===== src/rtl/core/axis_cumulative_sum_assert.svh =====
// Assertion macros for the axis cumulative sum block.
`ifndef AXIS_CUMULATIVE_SUM_ASSERT_SVH
`define AXIS_CUMULATIVE_SUM_ASSERT_SVH

// Same-cycle implication, disabled during reset.
`define ACS_ASSERT_IMP(label, clk, rst_n, cond, cons, msg) \
    label: assert property (@(posedge clk) disable iff (!rst_n) (cond) |-> (cons)) \
        else $error(msg);

// Next-cycle implication, disabled during reset.
`define ACS_ASSERT_NEXT(label, clk, rst_n, cond, cons, msg) \
    label: assert property (@(posedge clk) disable iff (!rst_n) (cond) |=> (cons)) \
        else $error(msg);

`endif


===== src/rtl/core/acs_pkg.sv =====
// Shared constants, types and codes of the axis cumulative sum block.
package acs_pkg;

    localparam int MAX_ELEMS  = 4096;
    localparam int DATA_WIDTH = 32;

    localparam int ELEM_W     = 32;
    localparam int SUM_W      = 44;
    localparam int CNT_W      = 13;
    localparam int POS_W      = 12;
    localparam int IDX_W      = 12;
    localparam int ADDR_W     = $clog2(MAX_ELEMS);
    localparam int LOAD_W     = ADDR_W + 1;
    localparam int CFG_IDX_W  = 3;
    localparam int CFG_DATA_W = 13;

    // intermediate product widths of the address and size arithmetic
    localparam int P1_W  = 2 * CNT_W;
    localparam int T1_W  = POS_W + CNT_W + 1;
    localparam int TOT_W = 3 * CNT_W;
    localparam int AP_W  = T1_W + CNT_W;

    typedef enum logic
    {
        OP_LOAD  = 1'b0,
        OP_FETCH = 1'b1
    } opcode_t;

    typedef enum logic [CFG_IDX_W-1:0]
    {
        CFG_OUTER_COUNT    = 3'd0,
        CFG_AXIS_LENGTH    = 3'd1,
        CFG_INNER_COUNT    = 3'd2,
        CFG_EXCLUSIVE_MODE = 3'd3,
        CFG_REVERSE_MODE   = 3'd4
    } cfg_reg_t;

    typedef enum logic [2:0]
    {
        ST_IDLE,
        ST_CALC1,
        ST_CALC2,
        ST_READ,
        ST_SUM,
        ST_EMIT,
        ST_EMIT_NODATA
    } state_t;

    typedef struct packed
    {
        logic load;
        logic calc1;
        logic calc2;
        logic read;
        logic sum;
        logic emit;
        logic emit_nodata;
    } cmd_t;

    typedef struct packed
    {
        logic ok;
        logic out_free;
    } stat_t;

endpackage


===== src/rtl/core/acs_ctrl.sv =====
// Controller state machine: input handshake and sequencing of one fetch.
module acs_ctrl
    import acs_pkg::*;
(
    input  logic  clk,
    input  logic  rst_n,
    input  logic  in_valid,
    input  logic  opcode,
    input  stat_t stat,
    output logic  in_stall,
    output cmd_t  cmd
);

    state_t state_reg;
    state_t state_next;
    logic   accept;

    assign accept = in_valid && (state_reg == ST_IDLE);

    always_ff @(posedge clk or negedge rst_n)
    begin
        if (!rst_n)
        begin
            state_reg <= ST_IDLE;
        end
        else
        begin
            state_reg <= state_next;
        end
    end

    always_comb
    begin
        state_next = state_reg;
        case (state_reg)
            ST_IDLE:
            begin
                if (accept && (opcode == OP_FETCH))
                begin
                    state_next = ST_CALC1;
                end
            end
            ST_CALC1:
            begin
                state_next = ST_CALC2;
            end
            ST_CALC2:
            begin
                state_next = ST_READ;
            end
            ST_READ:
            begin
                state_next = stat.ok ? ST_SUM : ST_EMIT_NODATA;
            end
            ST_SUM:
            begin
                state_next = ST_EMIT;
            end
            ST_EMIT, ST_EMIT_NODATA:
            begin
                if (stat.out_free)
                begin
                    state_next = ST_IDLE;
                end
            end
            default:
            begin
                state_next = ST_IDLE;
            end
        endcase
    end

    always_comb
    begin
        cmd      = '0;
        in_stall = 1'b1;
        case (state_reg)
            ST_IDLE:
            begin
                in_stall = 1'b0;
                cmd.load = accept && (opcode == OP_LOAD);
            end
            ST_CALC1:       cmd.calc1       = 1'b1;
            ST_CALC2:       cmd.calc2       = 1'b1;
            ST_READ:        cmd.read        = 1'b1;
            ST_SUM:         cmd.sum         = 1'b1;
            ST_EMIT:        cmd.emit        = 1'b1;
            ST_EMIT_NODATA: cmd.emit_nodata = 1'b1;
            default:
            begin
                cmd = '0;
            end
        endcase
    end

endmodule


===== config.mk =====
export PLATFORM = sky130hd
export DESIGN_NAME = acs_ctrl
export DESIGN_NICKNAME = d
export VERILOG_FILES = /design/src/rtl/core/axis_cumulative_sum_assert.svh /design/src/rtl/core/acs_pkg.sv /design/src/rtl/core/acs_ctrl.sv
export SDC_FILE = /design/constraint.sdc
export NUM_CORES = 1
export LEC_CHECK = 0
export BUFFER_PORTS_ARGS = -buffer_cell sky130_fd_sc_hd__buf_2
export CELL_PAD_IN_SITES_DETAIL_PLACEMENT = 0
export CELL_PAD_IN_SITES_GLOBAL_PLACEMENT = 1
export CORE_AREA = 2 2 39 41
export CTS_CLUSTER_SIZE = 10
export DETAILED_ROUTE_END_ITERATION = 7
export DIE_AREA = 0 0 41 43
export PLACE_DENSITY = 0.57
export SLEW_MARGIN = 20
export SYNTH_ARGS = -nofsm -noshare
export SYNTH_HDL_FRONTEND = slang
export SYNTH_SLANG_ARGS = --single-unit

===== constraint.sdc =====
create_clock -name clk -period 3.58 [get_ports clk]
set_input_delay 0.716 -clock clk [delete_from_list [all_inputs] [get_ports clk]]
set_output_delay 0.716 -clock clk [all_outputs]
set_load 0.05 [all_outputs]

==> flow_summary.ini <==
[outcome]
outcome = finished clean

[synth]
synth.lib_cells_used.distinct = 17
mappedNetlistArea_sq_um = 234
yosys_warn_count = 0
yosys_register_bits = 3
avgSynthCellArea_sq_um = 10.2
syn-instance-count = 23
synth_seq_area_share_pct = 32.1
postSynthNetCount = 29

[cells_and_area]
num-nets-final = 44
largest_register_ff_count = 3
synthToLayoutAreaGrowth_pct = 37.4
mostFrequentLayoutCell = buf_2
layout.cells.most_common_list = buf_2 (13), nor3b_1 (4), clkbuf_4 (3), dfrtp_1 (3), a221oi_1 (2)
post-route-cell-area_sq_um = 322
antenna_cells_inserted = 0
drive_gt1_share_pct = 56.8

[floorplan]
design.portCount = 14
die_w_microns = 41
core.rowCount = 14
floorplan.initialDensity_pct = 16.9
design.core.area_sq_um = 1380
die_area_sq_um = 1760
die_height_microns = 43

[detailed_routing]
number_of_remaining_drc_errors = 0
drt-initial-drc-count = 4
route.detailed.wl_per_inst_microns = 9.62
routed-via-count = 224
drtPass1Iterations = 4
routed_wirelength_microns = 510
avgViaCountPerCell = 4.23
detail-route-antenna-nets = 0

[sta]
timing.max_slew.rel_slack_pct = 77.9
finalClockSkew_ns = 0.00312
grt_setup_unrepaired = false
fmaxAchievable_mhz = 439
tns_ns = 0
worst_slew_pin_slew_ns = 0.332
report.final.hold_viol_count = 0
report.final.setup_viol = 0
period_share_pct = 63.7
min_period_ns = 2.28
maxSlewViolCount = 0

[cts]
path_clk_slew_ns = 0.04
htree_num_levels = 1
cts_resized = 0
post-cts-setup-buffers = 0
postCtsHoldBufs = 0
cts_buffers = 3
numClockSinks = 3
clock_latency_ns = 0.23
ctsLongestPathBuffers = 2
tritoncts = built
ctsRootBufferMaster = clkbuf_4

[setup_path]
critical-path-max-stage-delay_ns = 0.48
crit_chain = or3_4, nor3b_2, buf_2
worst_path_dominant_cell_family = simple AND/OR/NAND/NOR gates
path_buf_inv = 1
timing.critical_path.from_type = flip-flop
path_class = flip-flop to primary output
cp_data_arrival_time_ns = 1.56
critPathSlowestCell = dfrtp_1
critPathMaxFanout = 11
cp_data_required_time_ns = 2.86
timing.critical_path.to_type = primary output

[global_route]
grt_max_degree = 13
number_of_antenna_violations_at_the_first_check_in_global_routing = 0
first_global_vias = 213
grt_overflow = 0
grt_pass1_wl_microns = 869
globalRouteTotalUtil_pct = 7.85

[hold_path]
hold_class = input pin to async pin

[place]
port_buffers = 13
placement.cell_area_sq_um = 295
place_congestion = 0.603

[run]
drv_cap = 0
worst paths after layout:
| kind | start | endpoint | slack (ns) | depth (start not counted) |
|---|---|---|---|---|
| max in group asynchronous | rst_n | state_reg[2] | 3.20 | 1 |
| hold / removal | rst_n | state_reg[0] | 0.27 | 1 |
| min in group clk | state_reg[0] | state_reg[1] | 0.68 | 1 |
| setup / recovery | state_reg[0] | cmd[6] | 1.30 | 3 |
| setup reg to reg | state_reg[1] | state_reg[1] | 2.54 | 2 |
| hold reg to reg | state_reg[0] | state_reg[1] | 0.68 | 1 |
cell type report:
class,count,area (sq um)
clock buffer,4,26.3
fill,162,1060
inverter,1,3.75
multi-input combinational,16,131
sequential,3,75.1
tap,16,20.0
timing repair buffer,13,65.1
synth_stat cells:
cell	instances	area [sq um]
a211oi_1	1	7.51
a21o_2	1	8.76
a221oi_1	2	17.5
and3b_2	1	10.0
buf_2	1	5.00
buf_4	1	7.51
buf_6	1	11.3
dfrtp_1	3	75.1
inv_1	1	3.75
maj3_2	1	11.3
nand2b_1	1	6.26
nor2_1	1	3.75
nor3_1	1	5.00
nor3b_1	4	30.0
nor3b_2	1	12.5
o21bai_1	1	7.51
or3_4	1	11.3
metrics by stage:
stage | cells | utilization (%) | worst slack, ns | hold WS, ns
after floorplan | 23 | - | 1.16 | 0.420
after global placement | 49 | 21.3 | 1.56 | 0.515
after detailed placement | 49 | 21.3 | 1.54 | 0.514
after CTS | 53 | 23.2 | 1.28 | 0.264
after global routing | 53 | 23.2 | 1.20 | 0.262
final | 53 | 23.2 | 1.30 | 0.269
worst register-to-register path: cells and delay by family (launching register included):
| kind | cells | cell delay, ns |
|---|---|---|
| AO/OA/AOI/OAI | 2 | 0.46 |
| flip-flops | 1 | 0.48 |
logic make-up (layout without fill, tap and decap cells):
group | Yosys count | in the layout | share of synthesized area [%]
AND/OR/NAND/NOR | 10 | 10 | 33.7
AO/OA/AOI/OAI | 5 | 5 | 17.7
buffers and inverters | 4 | 18 | 11.8
flip-flops | 3 | 3 | 32.1
adder cells (fa/ha/maj) | 1 | 1 | 4.81
metal layers:
layer | global-route usage [%] | wire (microns) | vias up
met5 | 0 | 0 | -
met4 | 6.00 | 17 | 0
met3 | 3.66 | 48 | 2
met2 | 9.38 | 196 | 15
met1 | 10.4 | 248 | 96
li1 | - | - | 111
Power is not shown: default switching activity piles up to over one toggle a cycle in this logic, so the estimate is an artifact.
